## src/design/qme_pkg.sv

```systemverilog
// ---------------------------------------------------------------------------
// qme_pkg
// shared types and codes of the quaternion escape-time unit
// ---------------------------------------------------------------------------
package qme_pkg;

  // width of the escape step field in the result word
  localparam int STEPS_W = 12;
  // config bus address width and register index
  localparam int ADDR_W = 3;
  localparam logic [ADDR_W-3:0] REG_LIMIT = '0;

  // outcome codes
  localparam logic [1:0] OUT_ESCAPED = 2'd0;
  localparam logic [1:0] OUT_FIXED   = 2'd1;
  localparam logic [1:0] OUT_LIMIT   = 2'd2;

  // input word: point c in signed fixed point
  typedef struct packed {
    logic signed [31:0] c_real;
    logic signed [31:0] c_i;
    logic signed [31:0] c_j;
    logic signed [31:0] c_k;
  } in_item_t;

  // result word
  typedef struct packed {
    logic [1:0]         outcome;
    logic [STEPS_W-1:0] escape_steps;
  } out_item_t;

  // product selected for the shared multiplier
  typedef enum logic [2:0] {
    T_AA, T_BB, T_CC, T_DD, T_AB, T_AC, T_AD
  } term_t;

  // controller states
  typedef enum logic [2:0] {
    S_IDLE, S_CHECK, S_MUL, S_DRAIN, S_EVAL, S_FINISH
  } st_t;

  // controller to datapath commands
  typedef struct packed {
    logic  load;
    logic  acc_init;
    logic  mul_en;
    term_t mul_term;
    logic  update_z;
  } dp_cmd_t;

  // datapath to controller status
  typedef struct packed {
    logic fixed_pt;
    logic escaped;
  } dp_sts_t;

endpackage

```

## src/design/qme_datapath.sv

```systemverilog
// ---------------------------------------------------------------------------
// qme_datapath
// iterate registers, shared 32x32 multiplier, lane accumulators, saturation
// and the fixed-point and escape tests
// ---------------------------------------------------------------------------
module qme_datapath
  import qme_pkg::*;
#(
  parameter int FRAC_BITS = 24
) (
  input  logic     clk,
  input  logic     rst_n,
  input  in_item_t in_data,
  input  dp_cmd_t  cmd,
  output dp_sts_t  sts
);

  localparam logic signed [31:0] BOUND     = 32'sd2 <<< FRAC_BITS;
  localparam logic signed [31:0] NEG_BOUND = -BOUND;
  localparam logic signed [63:0] S32_MAX   = 64'sd2147483647;
  localparam logic signed [63:0] S32_MIN   = -64'sd2147483648;

  logic signed [31:0] c_r [4];
  logic signed [31:0] z_r [4];
  logic signed [63:0] acc_r [4];
  logic signed [63:0] prod_r;
  term_t              prod_term_r;
  logic               prod_vld_r;

  logic signed [31:0] op_a, op_b;
  logic signed [63:0] prod_nxt;
  logic signed [63:0] sq_term, cross_term;
  logic signed [31:0] nz [4];

  // operand select for the shared multiplier
  always_comb begin
    case (cmd.mul_term)
      T_AA: begin op_a = z_r[0]; op_b = z_r[0]; end
      T_BB: begin op_a = z_r[1]; op_b = z_r[1]; end
      T_CC: begin op_a = z_r[2]; op_b = z_r[2]; end
      T_DD: begin op_a = z_r[3]; op_b = z_r[3]; end
      T_AB: begin op_a = z_r[0]; op_b = z_r[1]; end
      T_AC: begin op_a = z_r[0]; op_b = z_r[2]; end
      T_AD: begin op_a = z_r[0]; op_b = z_r[3]; end
      default: begin op_a = z_r[0]; op_b = z_r[0]; end
    endcase
  end

  assign prod_nxt = 64'(op_a) * 64'(op_b);

  // floor scaling: squares by the fraction, cross terms carry the factor two
  assign sq_term    = prod_r >>> FRAC_BITS;
  assign cross_term = prod_r >>> (FRAC_BITS - 1);

  // product register
  always_ff @(posedge clk) begin
    if (!rst_n) begin
      prod_vld_r <= 1'b0;
    end else begin
      prod_vld_r <= cmd.mul_en;
    end
    if (cmd.mul_en) begin
      prod_r      <= prod_nxt;
      prod_term_r <= cmd.mul_term;
    end
  end

  // lane accumulators, seeded with c at the start of each iteration
  always_ff @(posedge clk) begin
    if (cmd.acc_init) begin
      for (int i = 0; i < 4; i++) begin
        acc_r[i] <= 64'(c_r[i]);
      end
    end else if (prod_vld_r) begin
      case (prod_term_r)
        T_AA:    acc_r[0] <= acc_r[0] + sq_term;
        T_BB:    acc_r[0] <= acc_r[0] - sq_term;
        T_CC:    acc_r[0] <= acc_r[0] - sq_term;
        T_DD:    acc_r[0] <= acc_r[0] - sq_term;
        T_AB:    acc_r[1] <= acc_r[1] + cross_term;
        T_AC:    acc_r[2] <= acc_r[2] + cross_term;
        T_AD:    acc_r[3] <= acc_r[3] + cross_term;
        default: acc_r[0] <= acc_r[0];
      endcase
    end
  end

  // saturate each lane to 32 bits
  always_comb begin
    for (int i = 0; i < 4; i++) begin
      if (acc_r[i] > S32_MAX) begin
        nz[i] = 32'sh7fffffff;
      end else if (acc_r[i] < S32_MIN) begin
        nz[i] = 32'sh80000000;
      end else begin
        nz[i] = acc_r[i][31:0];
      end
    end
  end

  // point and iterate registers
  always_ff @(posedge clk) begin
    if (cmd.load) begin
      c_r[0] <= in_data.c_real;
      c_r[1] <= in_data.c_i;
      c_r[2] <= in_data.c_j;
      c_r[3] <= in_data.c_k;
      for (int i = 0; i < 4; i++) begin
        z_r[i] <= '0;
      end
    end else if (cmd.update_z) begin
      for (int i = 0; i < 4; i++) begin
        z_r[i] <= nz[i];
      end
    end
  end

  // status for the controller
  assign sts.fixed_pt = (nz[0] == z_r[0]) && (nz[1] == z_r[1]) &&
                        (nz[2] == z_r[2]) && (nz[3] == z_r[3]);
  assign sts.escaped  = (nz[0] > BOUND) || (nz[0] < NEG_BOUND);

endmodule

```

## src/design/qme_ctrl.sv

```systemverilog
// ---------------------------------------------------------------------------
// qme_ctrl
// sequencer for one point: step count, product schedule, result register
// ---------------------------------------------------------------------------
module qme_ctrl
  import qme_pkg::*;
#(
  parameter int MAX_ITER_BITS = 12
) (
  input  logic                     clk,
  input  logic                     rst_n,
  input  logic                     in_valid,
  output logic                     in_ready,
  output logic                     out_valid,
  input  logic                     out_ready,
  output out_item_t                out_data,
  input  logic [MAX_ITER_BITS-1:0] limit,
  output dp_cmd_t                  cmd,
  input  dp_sts_t                  sts
);

  st_t                      state_r, state_nxt;
  term_t                    term_r, term_nxt;
  logic [MAX_ITER_BITS-1:0] cnt_r, cnt_nxt;
  logic [1:0]               outcome_r, outcome_nxt;
  logic                     out_valid_r, out_valid_nxt;
  out_item_t                out_item_r, out_item_nxt;

  logic [31:0]              cnt_ext;
  logic                     out_free;

  assign cnt_ext  = 32'(cnt_r);
  assign out_free = !out_valid_r || out_ready;

  // next state
  always_comb begin
    state_nxt = state_r;
    case (state_r)
      S_IDLE:   if (in_valid) state_nxt = S_CHECK;
      S_CHECK:  state_nxt = (cnt_r < limit) ? S_MUL : S_FINISH;
      S_MUL:    if (term_r == T_AD) state_nxt = S_DRAIN;
      S_DRAIN:  state_nxt = S_EVAL;
      S_EVAL:   state_nxt = (sts.fixed_pt || sts.escaped) ? S_FINISH : S_CHECK;
      S_FINISH: if (out_free) state_nxt = S_IDLE;
      default:  state_nxt = S_IDLE;
    endcase
  end

  // outputs and datapath commands
  always_comb begin
    in_ready      = 1'b0;
    cmd           = '0;
    cmd.mul_term  = term_r;
    term_nxt      = term_r;
    cnt_nxt       = cnt_r;
    outcome_nxt   = outcome_r;
    out_valid_nxt = out_valid_r && !out_ready;
    out_item_nxt  = out_item_r;
    case (state_r)
      S_IDLE: begin
        in_ready = 1'b1;
        if (in_valid) begin
          cmd.load = 1'b1;
          cnt_nxt  = '0;
        end
      end
      S_CHECK: begin
        if (cnt_r < limit) begin
          cmd.acc_init = 1'b1;
          term_nxt     = T_AA;
        end else begin
          outcome_nxt = OUT_LIMIT;
        end
      end
      S_MUL: begin
        cmd.mul_en = 1'b1;
        if (term_r != T_AD) term_nxt = term_t'(term_r + 3'd1);
      end
      S_DRAIN: begin
        cmd.mul_en = 1'b0;
      end
      S_EVAL: begin
        if (sts.fixed_pt) begin
          outcome_nxt = OUT_FIXED;
        end else begin
          cmd.update_z = 1'b1;
          if (sts.escaped) begin
            outcome_nxt = OUT_ESCAPED;
          end else begin
            cnt_nxt = cnt_r + 1'b1;
          end
        end
      end
      S_FINISH: begin
        if (out_free) begin
          out_valid_nxt        = 1'b1;
          out_item_nxt.outcome = outcome_r;
          out_item_nxt.escape_steps =
            (outcome_r == OUT_ESCAPED) ? cnt_ext[STEPS_W-1:0] : '0;
        end
      end
      default: begin
        in_ready = 1'b0;
      end
    endcase
  end

  // control registers
  always_ff @(posedge clk) begin
    if (!rst_n) begin
      state_r     <= S_IDLE;
      out_valid_r <= 1'b0;
    end else begin
      state_r     <= state_nxt;
      out_valid_r <= out_valid_nxt;
    end
    term_r     <= term_nxt;
    cnt_r      <= cnt_nxt;
    outcome_r  <= outcome_nxt;
    out_item_r <= out_item_nxt;
  end

  assign out_valid = out_valid_r;
  assign out_data  = out_item_r;

endmodule

```

## src/design/quaternion_mandelbrot_escape.sv

```systemverilog
// ---------------------------------------------------------------------------
// quaternion_mandelbrot_escape
// escape-time unit for the quaternion Mandelbrot set in signed fixed point
// ---------------------------------------------------------------------------
// Usage:
//   in channel (in_valid/in_ready/in_data) takes one point c per word;
//   out channel (out_valid/out_ready/out_data) returns outcome and escape step.
//   iteration_limit sits at byte address 0 of the APB port; write it only
//   while the unit is idle.
// Timing:
//   one point is worked at a time. Each iteration runs one check, seven
//   products through the single shared 32x32 multiplier, one drain and one
//   evaluate. The unit returns to idle, ready for the next point, as the
//   result is written to the output register.
// Reset:
//   synchronous active-low rst_n returns to idle, drops out_valid and sets
//   iteration_limit to 64.
// Stall:
//   the result waits in the output register; a new point is accepted while
//   it waits, and that point's result holds until the old one is taken.
// ---------------------------------------------------------------------------
module quaternion_mandelbrot_escape
  import qme_pkg::*;
#(
  parameter int MAX_ITER_BITS = 12,
  parameter int FRAC_BITS     = 24
) (
  input  logic              clk,
  input  logic              rst_n,
  input  logic              in_valid,
  output logic              in_ready,
  input  in_item_t          in_data,
  output logic              out_valid,
  input  logic              out_ready,
  output out_item_t         out_data,
  input  logic              psel,
  input  logic              penable,
  input  logic              pwrite,
  input  logic [ADDR_W-1:0] paddr,
  input  logic [31:0]       pwdata,
  output logic [31:0]       prdata,
  output logic              pready
);

  logic [MAX_ITER_BITS-1:0] limit_r, limit_nxt;
  logic [ADDR_W-3:0]        reg_idx;
  logic                     wr_en;
  dp_cmd_t                  cmd;
  dp_sts_t                  sts;

  // config register
  assign reg_idx = paddr[ADDR_W-1:2];
  assign wr_en   = psel && penable && pwrite && (reg_idx == REG_LIMIT);
  assign limit_nxt = wr_en ? pwdata[MAX_ITER_BITS-1:0] : limit_r;
  assign pready  = 1'b1;
  assign prdata  = (reg_idx == REG_LIMIT) ? 32'(limit_r) : '0;

  always_ff @(posedge clk) begin
    if (!rst_n) begin
      limit_r <= MAX_ITER_BITS'(64);
    end else begin
      limit_r <= limit_nxt;
    end
  end

  qme_ctrl #(
    .MAX_ITER_BITS(MAX_ITER_BITS)
  ) u_ctrl (
    .clk      (clk),
    .rst_n    (rst_n),
    .in_valid (in_valid),
    .in_ready (in_ready),
    .out_valid(out_valid),
    .out_ready(out_ready),
    .out_data (out_data),
    .limit    (limit_r),
    .cmd      (cmd),
    .sts      (sts)
  );

  qme_datapath #(
    .FRAC_BITS(FRAC_BITS)
  ) u_dp (
    .clk    (clk),
    .rst_n  (rst_n),
    .in_data(in_data),
    .cmd    (cmd),
    .sts    (sts)
  );

endmodule

```

## config.mk

```make
export PLATFORM = sky130hd
export DESIGN_NAME = quaternion_mandelbrot_escape
export DESIGN_NICKNAME = d
export VERILOG_FILES = /design/src/design/qme_pkg.sv /design/src/design/qme_datapath.sv /design/src/design/qme_ctrl.sv /design/src/design/quaternion_mandelbrot_escape.sv
export SDC_FILE = /design/constraint.sdc
export NUM_CORES = 2
export LEC_CHECK = 0
export ABC_AREA = 1
export BUFFER_PORTS_ARGS = -buffer_cell sky130_fd_sc_hd__buf_4
export CAP_MARGIN = 15
export CORE_ASPECT_RATIO = 1.4
export CORE_MARGIN = 3
export CORE_UTILIZATION = 40
export DETAILED_ROUTE_END_ITERATION = 10
export PLACE_DENSITY = 0.6
export SYNTH_ARGS = -nofsm -noshare
export SYNTH_HDL_FRONTEND = slang
export SYNTH_HIERARCHICAL = 1
export SYNTH_SLANG_ARGS = --single-unit
```

## constraint.sdc

```tcl
create_clock -name clk -period 15.82 [get_ports clk]
set_clock_uncertainty 0.05 [all_clocks]
set_input_delay 0.791 -clock clk [delete_from_list [all_inputs] [get_ports clk]]
set_output_delay 0.791 -clock clk [all_outputs]
set_load 0.05 [all_outputs]
```

==> out/qor_table.md <==
| Parameter | Value | Unit |
| --- | --- | --- |
| Share of layout cells above drive strength 1 | 5.27 | % |
| Count of maximum capacitance violations | 0 | - |
| Post-synthesis simple-gate area fraction | 22.1 | % |
| Antenna-violating nets left | 0 | - |
| Total core area | 215000 | sq um |
| Via-per-instance ratio | 5.56 | - |
| Parity-gate share of the synthesized area counting xor and xnor cells | 1.80 | % |
| CTS tree | built | - |
| Number of iterations in the first detailed-routing pass | 7 | - |
| Vias post-DR | 80.5k | - |
| Nets | 13.3k | - |
| Total I/O pin count | 219 | - |
| Num CTS Buffers | 77 | - |
| Number of instances in the synthesized netlist | 11.5k | - |
| Area of the mapped netlist | 86700 | sq um |
| Async SR Flop Fraction | 0 | % |
| Complex-gate fraction of the synthesized area | 11.8 | % |
| Normalized max-slew margin | 18.8 | % |
| Overall fraction of global-route tracks in use | 34.2 | % |
| Ratio of final minimum period to clock period | 73.5 | % |
| Category of the worst setup path launch point | register | - |
| WL/cell | 26.4 | microns |
| Setup CP Type | reg -> reg | - |
| Count of buffers from port buffering | 175 | - |
| Worst hold path startpoint | in_data[115] | - |
| Shortest period the worst path allows | 11.62 | ns |
| Core Rows | 201 | - |
| Critical path required time | 16.28 | ns |
| Final slew viol count | 0 | - |
| Status | completed | - |
| Clock input transition at the sequential cells of the worst setup and hold paths | 0.08 | ns |
| Largest net degree at the start of global routing | 82 | - |
| DP HPWL | 306 | mm |
| Main flop type after synthesis | edfxtp_1 | - |
| Slowest cell on the critical path | fa_1 | - |
| Layout-stage area growth over the synthesis result | 8.43 | % |
| Hold crit path type | in -> reg | - |
| Clock insertion delay at the later pin of the skew report | 0.77 | ns |
| Htree depth | 3 | - |
| Data arrival time of the critical path | 12.09 | ns |
| Register area share after synthesis | 20.7 | % |
| Sort of element at the end of the critical path | register | - |
| Number of gates resized after CTS | 0 | - |
| Setup violations, final | 0 | - |
| Initial antenna violation count | 23 | - |
| Maximum clock frequency | 86.0 | MHz |
| Hold Violations, Final | 0 | - |
| Dominant combinational cell family by area after synthesis | adder cells | - |
| Buffers and inverters on the worst path | 8 | - |
| Die extent in x | 400 | microns |
| Cell variety after synth | 57 | - |
| Number of sinks handled by clock tree synthesis | 604 | - |
| Die Outline Area | 223000 | sq um |
| RD Place Congestion | 1.08 | - |
| Slowest cell delay on critical path | 0.94 | ns |
| Crit path max fanout | 49 | - |
| Setup repair after global routing missed its margin | false | - |
| Total Routed Length | 381 | mm |
| Drt initial violations | 6782 | - |
| Seq cells post-synth | 604 | - |
| Most frequent CP cell | fa_1 | - |
| Final-layout setup total negative slack | 0 | ns |
| Multiplexer area fraction after synthesis | 0 | % |
| CTS Hold Bufs | 0 | - |
| Launching point of the worst reg2reg path | u_ctrl/term_r[1] | - |
| Average footprint of a synthesized cell | 7.55 | sq um |
| Crit path max-delay family | adder cells | - |
| Fraction of the mapped netlist area in adder cells | 32.4 | % |
| Critical path launch point | u_ctrl/term_r[1] | - |
| Vias in the first global route | 82.3k | - |
| Die span in y | 557 | microns |
| GRT Residual Overflow | 0 | - |
| First-pass GRT wire length | 551 | mm |
| Remaining DRCs | 0 | - |
| Buffer count from post-CTS setup fixing | 0 | - |
| Yosys synthesis warning count | 6 | - |
| Post-synth EDFFs | 587 | - |
| Maximum clock insertion buffer count | 3 | - |
| Measured slew at the worst slew-check pin | 1.22 | ns |
| Root buffer cell | clkbuf_16 | - |
| Starting density of the core | 40.3 | % |
-- Yosys cell counts (27+ instances only) --
cell	instances	area, sq um
o21ai_1	29	145
fa_1	1086	21700
o2111ai_1	28	245
o21bai_1	68	510
xor2_1	113	990
xnor2_1	65	569
ha_1	509	6370
o211ai_1	28	210
o21ai_0	587	2940
nor3_1	82	410
or2_2	47	294
o221ai_1	27	236
nor4_1	34	213
nand2_1	2515	9440
buf_2	130	651
clkbuf_1	191	717
a31oi_1	70	438
edfxtp_1	587	17600
a21o_1	65	488
nor2_1	1590	5970
a21oi_1	759	3800
nand3_1	389	1950
nand4_1	56	350
o21a_1	39	293
inv_1	2116	7940
-- routing by layer --
layer  GRT usage, %  vias up  wire length, microns  share of wire [%]
met3           5.67     1085                 28800                7.5
li1               -    36200                     -                  -
met2           56.3     3677                179000                 47
met1           39.6    39500                138000                 36
met4           26.0       12                 36000                9.4
met5              0        -                    93              0.024
-- kinds of logic (layout without fill, tap and decap cells) --
logic type,count (synthesis),in the layout
fa+ha+maj,1595,1595
simple gates,4786,4786
xor+xnor,178,178
flops,604,604
other cells,2,36
buf+inv,2506,2606
compound gates,1815,1815
-- sequential cells by signal, indices dropped and copies added (netlist names), 12 cells and up --
name and flops:
u_dp/c_r 128, u_ctrl/out_data 14, u_dp/acc_r 256, limit_r 12, u_dp/prod_r 41, u_ctrl/cnt_r 12
u_dp/z_r 128
-- layout make-up --
cell class                 instances  area [sq um]
sequential                       604         18000
antenna                           15          37.5
clock inverter                    54           673
clock buffer                      85          1960
multi-input combinational       8395         59400
timing repair buffer             321          2450
tap                             2842          3560
inverter                        2146          8060
fill                           22000        121000
-- cell usage in the layout (no fill, tap or decap), types with 27 or more instances in the layout --
master     count
nand2_1     2509
inv_1       2113
nor2_1      1588
fa_1        1086
a21oi_1      756
edfxtp_1     587
o21ai_0      574
ha_1         509
nand3_1      389
buf_4        316
xor2_1       113
nor3_1        79
clkbuf_16     77
a31oi_1       70
o21bai_1      67
xnor2_1       65
a21o_1        65
nand4_1       56
or2_2         46
o21a_1        39
nor4_1        34
o21ai_2       32
o211ai_1      28
o21ai_1       28
o2111ai_1     28
o221ai_1      27
-- path summary, 6_finish.rpt --
path                     endpoint  depth (start not counted)  slack (ns)
setup / recovery  u_dp/prod_r[61]                         32        4.20
hold / removal    u_dp/c_r[0][19]                          1        0.14
setup reg to reg  u_dp/prod_r[61]                         32        4.20
hold reg to reg        limit_r[3]                          2        0.45
-- stage by stage --
step	utilization (%)	instance area [sq um]	worst slack, ns	hold WS [ns]	instances
after global placement	42.5	91300	4.33	0.448	14300
after floorplan	-	86800	3.37	0.367	11500
final	43.7	94100	4.20	0.142	14500
after CTS	43.7	94000	4.23	0.112	14400
after global routing	43.7	94000	3.87	0.129	14500
after detailed placement	42.5	91300	4.25	0.450	14300
Power is left out: the tool's default activity adds up to more than one toggle a clock period on the data nets, which glitch-free logic cannot reach.
